<file path="config.mk">
export PLATFORM = sky130hd
export DESIGN_NAME = nngc_ctrl
export DESIGN_NICKNAME = d
export VERILOG_FILES = /design/src/rtl/core/nngc_pkg.sv /design/src/rtl/core/nngc_ctrl.sv
export VERILOG_INCLUDE_DIRS = /design/src /design/src/rtl/core
export SDC_FILE = /design/constraint.sdc
export NUM_CORES = 1
export LEC_CHECK = 0
export ABC_AREA = 0
export BUFFER_PORTS_ARGS = -buffer_cell sky130_fd_sc_hd__buf_2
export CAP_MARGIN = 40
export CORE_AREA = 2 2 57 59
export DETAILED_ROUTE_END_ITERATION = 8
export DIE_AREA = 0 0 59 61
export GPL_TIMING_DRIVEN = 0
export PLACE_DENSITY = 0.73
export SYNTH_ARGS = -nofsm -noshare
export SYNTH_HDL_FRONTEND = slang
export SYNTH_SLANG_ARGS = --single-unit
</file>
<file path="constraint.sdc">
create_clock -name clk -period 1.95 [get_ports clk]
set_clock_uncertainty 0.15 [all_clocks]
set_input_delay 0.39 -clock clk [delete_from_list [all_inputs] [get_ports clk]]
set_output_delay 0.39 -clock clk [all_outputs]
set_load 0.1 [all_outputs]
</file>
<file path="src/rtl/core/assert_macros.svh">
// Assertion helper macros, empty when SYNTHESIS is defined
`ifndef ASSERT_MACROS_SVH
`define ASSERT_MACROS_SVH
`ifndef SYNTHESIS
`define ASSERT_IMPL(label, clk, rst, prop, msg) \
  label: assert property (@(posedge clk) disable iff (rst) prop) else $error(msg);
`define ASSERT_NORST(label, clk, prop, msg) \
  label: assert property (@(posedge clk) prop) else $error(msg);
`else
`define ASSERT_IMPL(label, clk, rst, prop, msg)
`define ASSERT_NORST(label, clk, prop, msg)
`endif
`endif

</file>
<file path="src/rtl/core/nngc_pkg.sv">
// ----------------------------------------------------------------------------
// nngc_pkg
// Constants, types and tables of the nearest node search.
// ----------------------------------------------------------------------------
package nngc_pkg;
  localparam int NodeDepthDef = 1024;
  localparam int CoordBitsDef = 16;
  localparam int CountW       = 11;
  localparam int SlotW        = 10;
  localparam int IdW          = 32;
  localparam int DistW        = 16;
  localparam int CfgIdxW      = 2;
  localparam int CfgDataW     = 32;
  localparam int CordicSteps  = 17;
  localparam int PiQ13        = 25736;
  localparam int HalfPiQ16    = 102944;
  localparam logic [CfgIdxW-1:0] RegNodeCount = 2'd0;
  localparam logic [CfgIdxW-1:0] RegRadius    = 2'd1;
  localparam logic [CfgIdxW-1:0] RegMaxDist   = 2'd2;

  // datapath commands and status
  typedef struct packed {
    logic start;   // latch query, clear best
    logic issue;   // launch one slot into the pipe
    logic deliver; // hand the result to the output register
  } cmd_t;

  typedef struct packed {
    logic busy;    // slots still in flight
  } stat_t;

  function automatic logic [17:0] atan_q16(input logic [4:0] i);
    case (i)
      5'd0: atan_q16 = 18'd51472;  5'd1: atan_q16 = 18'd30386;
      5'd2: atan_q16 = 18'd16055;  5'd3: atan_q16 = 18'd8150;
      5'd4: atan_q16 = 18'd4091;   5'd5: atan_q16 = 18'd2047;
      5'd6: atan_q16 = 18'd1024;   5'd7: atan_q16 = 18'd512;
      5'd8: atan_q16 = 18'd256;    5'd9: atan_q16 = 18'd128;
      5'd10: atan_q16 = 18'd64;    5'd11: atan_q16 = 18'd32;
      5'd12: atan_q16 = 18'd16;    5'd13: atan_q16 = 18'd8;
      5'd14: atan_q16 = 18'd4;     5'd15: atan_q16 = 18'd2;
      5'd16: atan_q16 = 18'd1;
      default: atan_q16 = 18'd0;
    endcase
  endfunction
endpackage

</file>
<file path="src/rtl/core/nngc_ctrl.sv">
// ----------------------------------------------------------------------------
// nngc_ctrl
// Sequencer: takes items, issues slots, waits for the pipe, delivers result.
// ----------------------------------------------------------------------------
`include "assert_macros.svh"
module nngc_ctrl #(
  parameter int NodeDepth = nngc_pkg::NodeDepthDef
) (
  input  logic                           clk,
  input  logic                           rst,
  input  logic                           in_valid,
  input  logic                           in_func,
  output logic                           in_ready,
  output logic                           out_valid,
  input  logic                           out_ready,
  input  logic [nngc_pkg::CountW-1:0]    node_count,
  output nngc_pkg::cmd_t                 cmd,
  input  nngc_pkg::stat_t                stat,
  output logic                           load_en,
  output logic [$clog2(NodeDepth)-1:0]   issue_slot
);
  import nngc_pkg::*;
  localparam int AW = $clog2(NodeDepth);
  localparam int NW = AW + 1;
  localparam logic [1:0] StIdle = 2'd0;
  localparam logic [1:0] StScan = 2'd1;
  localparam logic [1:0] StWait = 2'd2;
  localparam logic [1:0] StOut  = 2'd3;

  logic [1:0] state, state_next;
  logic [NW-1:0] cnt, limit;
  logic [CountW:0] nc_sat;
  logic acc;
  logic out_valid_q_busy;

  assign nc_sat = (32'(node_count) > NodeDepth) ? (CountW+1)'(NodeDepth)
                                                : (CountW+1)'(node_count);
  assign out_valid_q_busy = out_valid && !out_ready;
  assign in_ready  = (state == StIdle) && !out_valid_q_busy;
  assign acc = in_valid && in_ready;
  assign load_en = acc && !in_func;
  assign issue_slot = AW'(cnt);

  always_comb begin
    state_next  = state;
    cmd.start   = 1'b0;
    cmd.issue   = 1'b0;
    cmd.deliver = 1'b0;
    case (state)
      StIdle: if (acc && in_func) begin
        cmd.start = 1'b1;
        state_next = StScan;
      end
      StScan: begin
        if (cnt == limit) state_next = StWait;
        else cmd.issue = 1'b1;
      end
      StWait: if (!stat.busy) state_next = StOut;
      StOut: begin
        cmd.deliver = 1'b1;
        state_next = StIdle;
      end
      default: state_next = StIdle;
    endcase
  end

  always_ff @(posedge clk) begin
    if (rst) begin
      state <= StIdle;
      cnt <= '0;
      limit <= '0;
      out_valid <= 1'b0;
    end else begin
      state <= state_next;
      if (cmd.start) begin
        cnt <= '0;
        limit <= NW'(nc_sat);
      end else if (cmd.issue) begin
        cnt <= cnt + NW'(1);
      end
      if (cmd.deliver) out_valid <= 1'b1;
      else if (out_ready) out_valid <= 1'b0;
    end
  end

  `ASSERT_IMPL(a_cnt_bound, clk, rst, cnt <= limit, "slot counter overran")
  `ASSERT_IMPL(a_issue_in_scan, clk, rst, cmd.issue |-> (state == StScan), "issue outside scan")
  `ASSERT_IMPL(a_deliver_free, clk, rst, cmd.deliver |-> !out_valid_q_busy, "output overwritten")
endmodule

</file>
==> flow_summary.ini, run 1 <==
[outcome]
status = finished with violations
violations = setup timing

[power]
worst_ir_drop_vdd_v = 0.0004974
clkPwrFrac = 0.136
sw_frac_of_total = 0.4433
sw_pwr_mw = 0.8542
power_density_nw_per_um2 = 991.0
leakage_nw = 0.8567
internal_power_mw = 1.073
power.sequential.fraction = 0.310
report.power.total_mw = 1.927
comb_power_share = 0.554

[sta]
number_of_setup_violations_in_the_final_report = 5
layout_setup_ws_ns = -0.3838
timing.fmax_mhz = 428.5
max_slew.worst_pin.slew_ns = 0.4868
report.final.hold_viol_count = 0
setup_total_negative_slack_ns = -0.6137
min_period_over_period = 1.197
relSlewSlack = 0.6777
fin_hold_ws_ns = 0.1102
rsz0062_at_grt = yes
period_needed_ns = 2.334
slew_violations = 0

[clock_network]
insertion_delay_ns = 0.34
clock-sinks = 25
ctsHoldBuffers = 0
cts-buffers-inserted = 3
clkSlewWorstSetupHoldPaths_ns = 0.15
clockBufferDepth = 2
clockRootBuffer = clkbuf_4
h_tree_lvl_count = 1
tritoncts = built

[setup_path]
r2r_cells = 7
setup.worst_path.start = cnt[1]$_SDFFE_PP0P_
worst-endpoint-arrival_ns = 1.79
critPathTopFamily = simple AND/OR/NAND/NOR gates
critPathLaunchType = flop
slowest_stage = dfxtp_4
timing.critical_path.slowest_cell_delay_ns = 0.40
crit_buf_inv = 2
critPathCaptureType = output port
rr_startpoint = cnt[8]$_SDFFE_PP0P_
crit_chain = xor2_2 -> nor4_4 -> and3b_4 -> buf_6 -> nor2_4 -> buf_12
worst-endpoint-required_ns = 1.41
crit_type = flop to output port
maximum_fanout_count_along_the_critical_path = 5
reg2reg_setup_slack_ns = -0.07
critical_path.reg2reg.endpoint = cnt[5]$_SDFFE_PP0P_

[logic_synthesis]
synthesis.area_per_instance_um2 = 8.906
synth_fp_nets = 175
most_used_flip_flop_cell_after_synthesis = dfxtp_1
ys_types = 37
synthesized_netlist_cell_count = 153
synth_async_sr_flop_share = 0
syn_area_um2 = 1363
synth-seq-area-share = 0.3673
postSynthRegisterBits = 25
synth_enable_flop_cells = 0
synth-warning-count = 0

[grt]
grt_pass1_wl_mm = 5.382
pin_count_of_the_biggest_net_entering_global_routing = 17
global_route.usage.total = 0.1990
number_of_antenna_violations_at_the_first_check_in_global_routing = 0
vias_in_the_first_global_route = 1247
grt_overflow_total = 0

[finish]
finish.net_count = 224
area.growth.synth_to_final_pct = 42.70
diodes = 0
drive_gt1_frac = 0.5274
postLayoutCoreUtil = 0.6585

[die]
row_count = 20
die_w_um = 59
fp.dieH_um = 61
die_area_um2 = 3599
fp.coreArea_um2 = 2953
io-pin-count = 33
start_util = 0.4614

[detailed_routing]
detail_route.wirelength_mm = 3.404
drt_drc_violations_left = 0
vias_per_cell = 5.568
firstDrtPassIters = 4
wire_per_inst_um = 14.55
remaining_number_of_nets_flagged_by_the_antenna_check_after_routing = 0
route.vias.total = 1303
drt_iter0_drc = 38

[min_path]
worst_hold_path_type = primary input to flop
holdCritStartpoint = node_count[9]
hold_path_depth = 2
min_delay_worst_endpoint = limit[9]$_SDFFE_PP0P_

[placement]
place.gp.congestion = 0.8224
dpl_worst_slack_ns = -0.5122
port_buffers = 31
dp_hpwl_mm = 2.369

[flow_run]
max_cap_violations = 0
==> power by group through the flow <==
stage	clock network [mW]	registers, mW	logic (mW)
4_1_cts	0.271	0.587	0.979
3_5_place_dp	0	0.602	0.797
5_1_grt	0.294	0.602	1.14
2_1_floorplan	0	0.601	0.652
3_3_place_gp	0	0.598	0.773
6_report	0.262	0.597	1.07
==> logic make-up (layout without fill, tap and decap cells) <==
kind of cell / count (synthesis) / after routing / synth area share
AND/OR/NAND/NOR: 50 / 50 / 0.2103
AO/OA/AOI/OAI: 37 / 37 / 0.1901
flip-flops: 25 / 25 / 0.3673
buffers and inverters: 23 / 71 / 0.1010
XOR/XNOR: 11 / 11 / 0.07071
adder cells (fa/ha/maj): 5 / 5 / 0.04591
multiplexers: 2 / 2 / 0.01469
==> cell type report <==
cell class	count	area (um2)
clock inverter	1	8.758
inverter	7	28.78
fill	253	1008
timing repair buffer	46	320.3
buffer	14	108.9
tap	33	41.29
sequential	25	536.8
clock buffer	3	22.52
multi-input combinational	105	877.1
==> metrics by stage <==
stage	instances	area [um2]
2_1_floorplan	153	1411
3_3_place_gp	217	1608
3_5_place_dp	217	1608
4_1_cts	230	1788
5_1_grt	234	1944
6_report	234	1944
==> how the worst max path moves through the flow <==
stage | to | cells past startpoint | slack, ns
after floorplan | cmd[1] | 6 | -0.06
after global placement | cmd[1] | 6 | -0.46
after detailed placement | cmd[1] | 6 | -0.51
after CTS | cmd[1] | 6 | -0.39
after global routing | cmd[1] | 6 | -0.47
final | cmd[1] | 6 | -0.38
==> sequential cells by signal (all words and copies together) (netlist names) <==
name,cells
cnt,11
state,2
limit,11
out_valid,1
==> cells in the mapped netlist (3+ instances only) <==
library cell / number / area, um2
a21oi_1: 10 / 50.05
a22o_1: 10 / 87.58
buf_4: 11 / 82.58
dfxtp_1: 25 / 500.5
ha_1: 5 / 62.56
inv_1: 7 / 26.28
nand2_1: 14 / 52.55
nand2b_1: 5 / 31.28
nand4_1: 5 / 31.28
nor2_1: 4 / 15.01
nor4_1: 4 / 25.02
o21ai_0: 4 / 20.02
o21ai_1: 3 / 15.01
o31ai_1: 3 / 22.52
or3_1: 5 / 31.28
or4_1: 3 / 22.52
xnor2_1: 3 / 26.28
xor2_1: 8 / 70.07
==> routing by layer <==
| layer | share of wire | global-route usage | routed length (um) |
|---|---|---|---|
| met4 | 0.028 | 0.1006 | 96 |
| met3 | 0.031 | 0.02772 | 104 |
| met2 | 0.53 | 0.3619 | 1805 |
| met1 | 0.41 | 0.2277 | 1397 |
| met5 | 0 | 0 | 0 |
==> cells in the final DEF, fill, tap and decap left out, drive strengths merged, types with 2 or more instances in the layout <==
master	synthesis	layout
buf	13	58
dfxtp	25	25
nand2	14	14
a22o	10	10
a21oi	10	10
xor2	8	8
inv	7	8
o21ai	7	7
nand4	5	5
or3	5	5
ha	5	5
nand2b	5	5
nor2	5	5
clkbuf	3	5
nor4	4	4
o31ai	3	3
xnor2	3	3
nand3	3	3
or4	3	3
a31oi	2	2
mux2i	2	2
and3	2	2
==> what timing repair did <==
item | 4_1_cts | 5_1_grt
gates resized for setup | 26 | 33
pin swaps | 4 | 8
endpoints found under the setup margin | 16 | 26
hold endpoints to repair | 0 | 0
buffers inserted | 9 | 6
Note: power is estimated with default switching activity, not from simulation.
==> run 2: changes to the inputs <==
--- a/config.mk
+++ b/config.mk
@@ -9,11 +9,11 @@
 export ABC_AREA = 0
 export BUFFER_PORTS_ARGS = -buffer_cell sky130_fd_sc_hd__buf_2
 export CAP_MARGIN = 40
-export CORE_AREA = 2 2 57 59
+export CORE_AREA = 2 2 60 57
 export DETAILED_ROUTE_END_ITERATION = 8
-export DIE_AREA = 0 0 59 61
+export DIE_AREA = 0 0 62 59
 export GPL_TIMING_DRIVEN = 0
-export PLACE_DENSITY = 0.73
+export PLACE_DENSITY = 0.72
 export SYNTH_ARGS = -nofsm -noshare
 export SYNTH_HDL_FRONTEND = slang
 export SYNTH_SLANG_ARGS = --single-unit
==> run 2 against run 1 <==
Against the previous run:
- first-iteration DRC count increased by 24%
- sequential cell count unchanged
- via count increased by 3.5%
- the run still ends with setup timing left
- clock-buffer cell count unchanged
- hold slack improved by 0.017 ns
- largest power group unchanged
- critical path depth unchanged
- die area increased by 1.6%
- register-to-register slack improved by 0.11 ns
- setup slack improved by 0.0083 ns
- global-route usage increased by 0.60 points
- sequential share of layout area decreased by 0.60 points
- maximum frequency increased by 0.36%
==> flow_summary.ini, run 2 (synthesis results as in run 1) <==
[outcome]
status = finished with violations
violations = setup timing

[placement]
placedCellCount = 226
dp_hpwl_mm = 2.325
dpl_worst_slack_ns = -0.4227
port_buffers = 31
place.gp.congestion = 0.8362

[die]
fp.coreArea_um2 = 2972
fp.dieH_um = 59
io-pin-count = 33
die_area_um2 = 3658
die_w_um = 62
row_count = 19
start_util = 0.4585

[flow_run]
max_cap_violations = 0

[sta]
relSlewSlack = 0.6751
setup_total_negative_slack_ns = -0.3843
max_slew.worst_pin.slew_ns = 0.4874
rsz0062_at_grt = yes
number_of_setup_violations_in_the_final_report = 2
layout_setup_ws_ns = -0.3755
timing.fmax_mhz = 430.0
period_needed_ns = 2.325
report.final.hold_viol_count = 0
slew_violations = 0
min_period_over_period = 1.193

[finish]
diodes = 0
drive_gt1_frac = 0.5340
area.growth.synth_to_final_pct = 45.55
finish.net_count = 229
postLayoutCoreUtil = 0.6674
layout.cells.most_common_list = 29 x buf_4, 28 x buf_2, 12 x nand2_1
final_cell_count_no_fill = 248
fillerInstances = 227
reg.largest.list = cnt x11, limit x11, state x2
layout.cells.most_common = buf_4

[power]
worst_ir_drop_vdd_v = 0.001228
leakage_nw = 0.8777
report.power.total_mw = 1.974
power_density_nw_per_um2 = 995.3

[detailed_routing]
vias_per_cell = 5.435
route.vias.total = 1348
detail_route.wirelength_mm = 3.568
drt_iter0_drc = 47
firstDrtPassIters = 4
wire_per_inst_um = 14.39
drt_drc_violations_left = 0
remaining_number_of_nets_flagged_by_the_antenna_check_after_routing = 0

[setup_path]
critPathLaunchType = flop
worst-endpoint-required_ns = 1.41
maximum_fanout_count_along_the_critical_path = 3
timing.critical_path.slowest_cell_delay_ns = 0.37
slowest_stage = dfxtp_2
r2r_cells = 8
crit_type = flop to output port
critical_path.reg2reg.endpoint = cnt[10]$_SDFFE_PP0P_
reg2reg_setup_slack_ns = 0.04
crit_chain = xor2_2 -> nor4_2 -> and3b_4 -> buf_6 -> nor2_4 -> buf_12
rr_startpoint = state[1]$_SDFFE_PP0P_
critPathCaptureType = output port
worst-path-stages = 6
crit_buf_inv = 2
worst-endpoint-arrival_ns = 1.79
critPathTopFamily = simple AND/OR/NAND/NOR gates

[min_path]
hold_path_depth = 2
holdCritStartpoint = node_count[8]
min_delay_worst_endpoint = limit[8]$_SDFFE_PP0P_
worst_hold_path_type = primary input to flop

[clock_network]
insertion_delay_ns = 0.33
clockRootBuffer = clkbuf_4
clock-sinks = 25
cts-buffers-inserted = 3
clkSlewWorstSetupHoldPaths_ns = 0.14
clockBufferDepth = 2
tritoncts = built
ctsHoldBuffers = 0
h_tree_lvl_count = 1

[grt]
vias_in_the_first_global_route = 1331
pin_count_of_the_biggest_net_entering_global_routing = 15
global_route.usage.total = 0.2050
grt_overflow_total = 0
grt_pass1_wl_mm = 5.589
number_of_antenna_violations_at_the_first_check_in_global_routing = 0
[run 2: cell count changes in the layout (fill, tap and decap cells not counted), moves of 2 or more]
cell,before,now
buf_6,1,4
ha_1,4,2
xor2_2,5,1
ha_4,1,3
buf_2,26,28
xor2_1,3,7
[run 2: metal layers]
layer / wire (um) / share of wire / global-route usage
met5: 0 / 0 / 0
met4: 134 / 0.038 / 0.1185
met3: 108 / 0.030 / 0.03275
met2: 1793 / 0.50 / 0.3393
met1: 1530 / 0.43 / 0.2459
[run 2: what timing repair did]
action,CTS,global route
pin swaps,6,12
endpoints found under the hold margin,0,0
setup endpoints to repair,10,26
resized for setup,26,34
buffers inserted,10,9
[run 2: how the worst max path moves through the flow]
stage	start	end
2_1_floorplan	cnt[3]$_SDFFE_PP0P_	cmd[1]
3_3_place_gp	cnt[1]$_SDFFE_PP0P_	cmd[1]
3_5_place_dp	cnt[1]$_SDFFE_PP0P_	cmd[1]
4_1_cts	cnt[5]$_SDFFE_PP0P_	cmd[1]
5_1_grt	limit[1]$_SDFFE_PP0P_	cmd[1]
6_report	limit[1]$_SDFFE_PP0P_	cmd[1]
[run 2: through the flow]
| step | cell area (um2) | hold slack [ns] |
|---|---|---|
| 2_1_floorplan | 1411 | 0.2981 |
| 3_3_place_gp | 1619 | 0.3181 |
| 5_1_grt | 1983 | 0.1104 |
| 6_report | 1983 | 0.1275 |
| 3_5_place_dp | 1619 | 0.3214 |
| 4_1_cts | 1802 | 0.1185 |
[run 2: layout make-up]
cell class / instances / area (um2) / area share
Clock buffer: 3 / 22.52 / 0.01136
Sequential cell: 25 / 535.5 / 0.2700
Buffer: 15 / 117.6 / 0.05931
Multi-Input combinational cell: 105 / 872.1 / 0.4397
Inverter: 7 / 28.78 / 0.01451
Timing Repair Buffer: 50 / 349.1 / 0.1760
Clock inverter: 1 / 5.005 / 0.002524
Tap cell: 42 / 52.55 / 0.02650
[run 2: power by group]
part	leakage [nW]	switching [mW]	internal, mW	total, mW
combinational	0.649	0.663	0.465	1.13
clock	0.0177	0.164	0.0771	0.241
sequential	0.211	0.0489	0.556	0.605
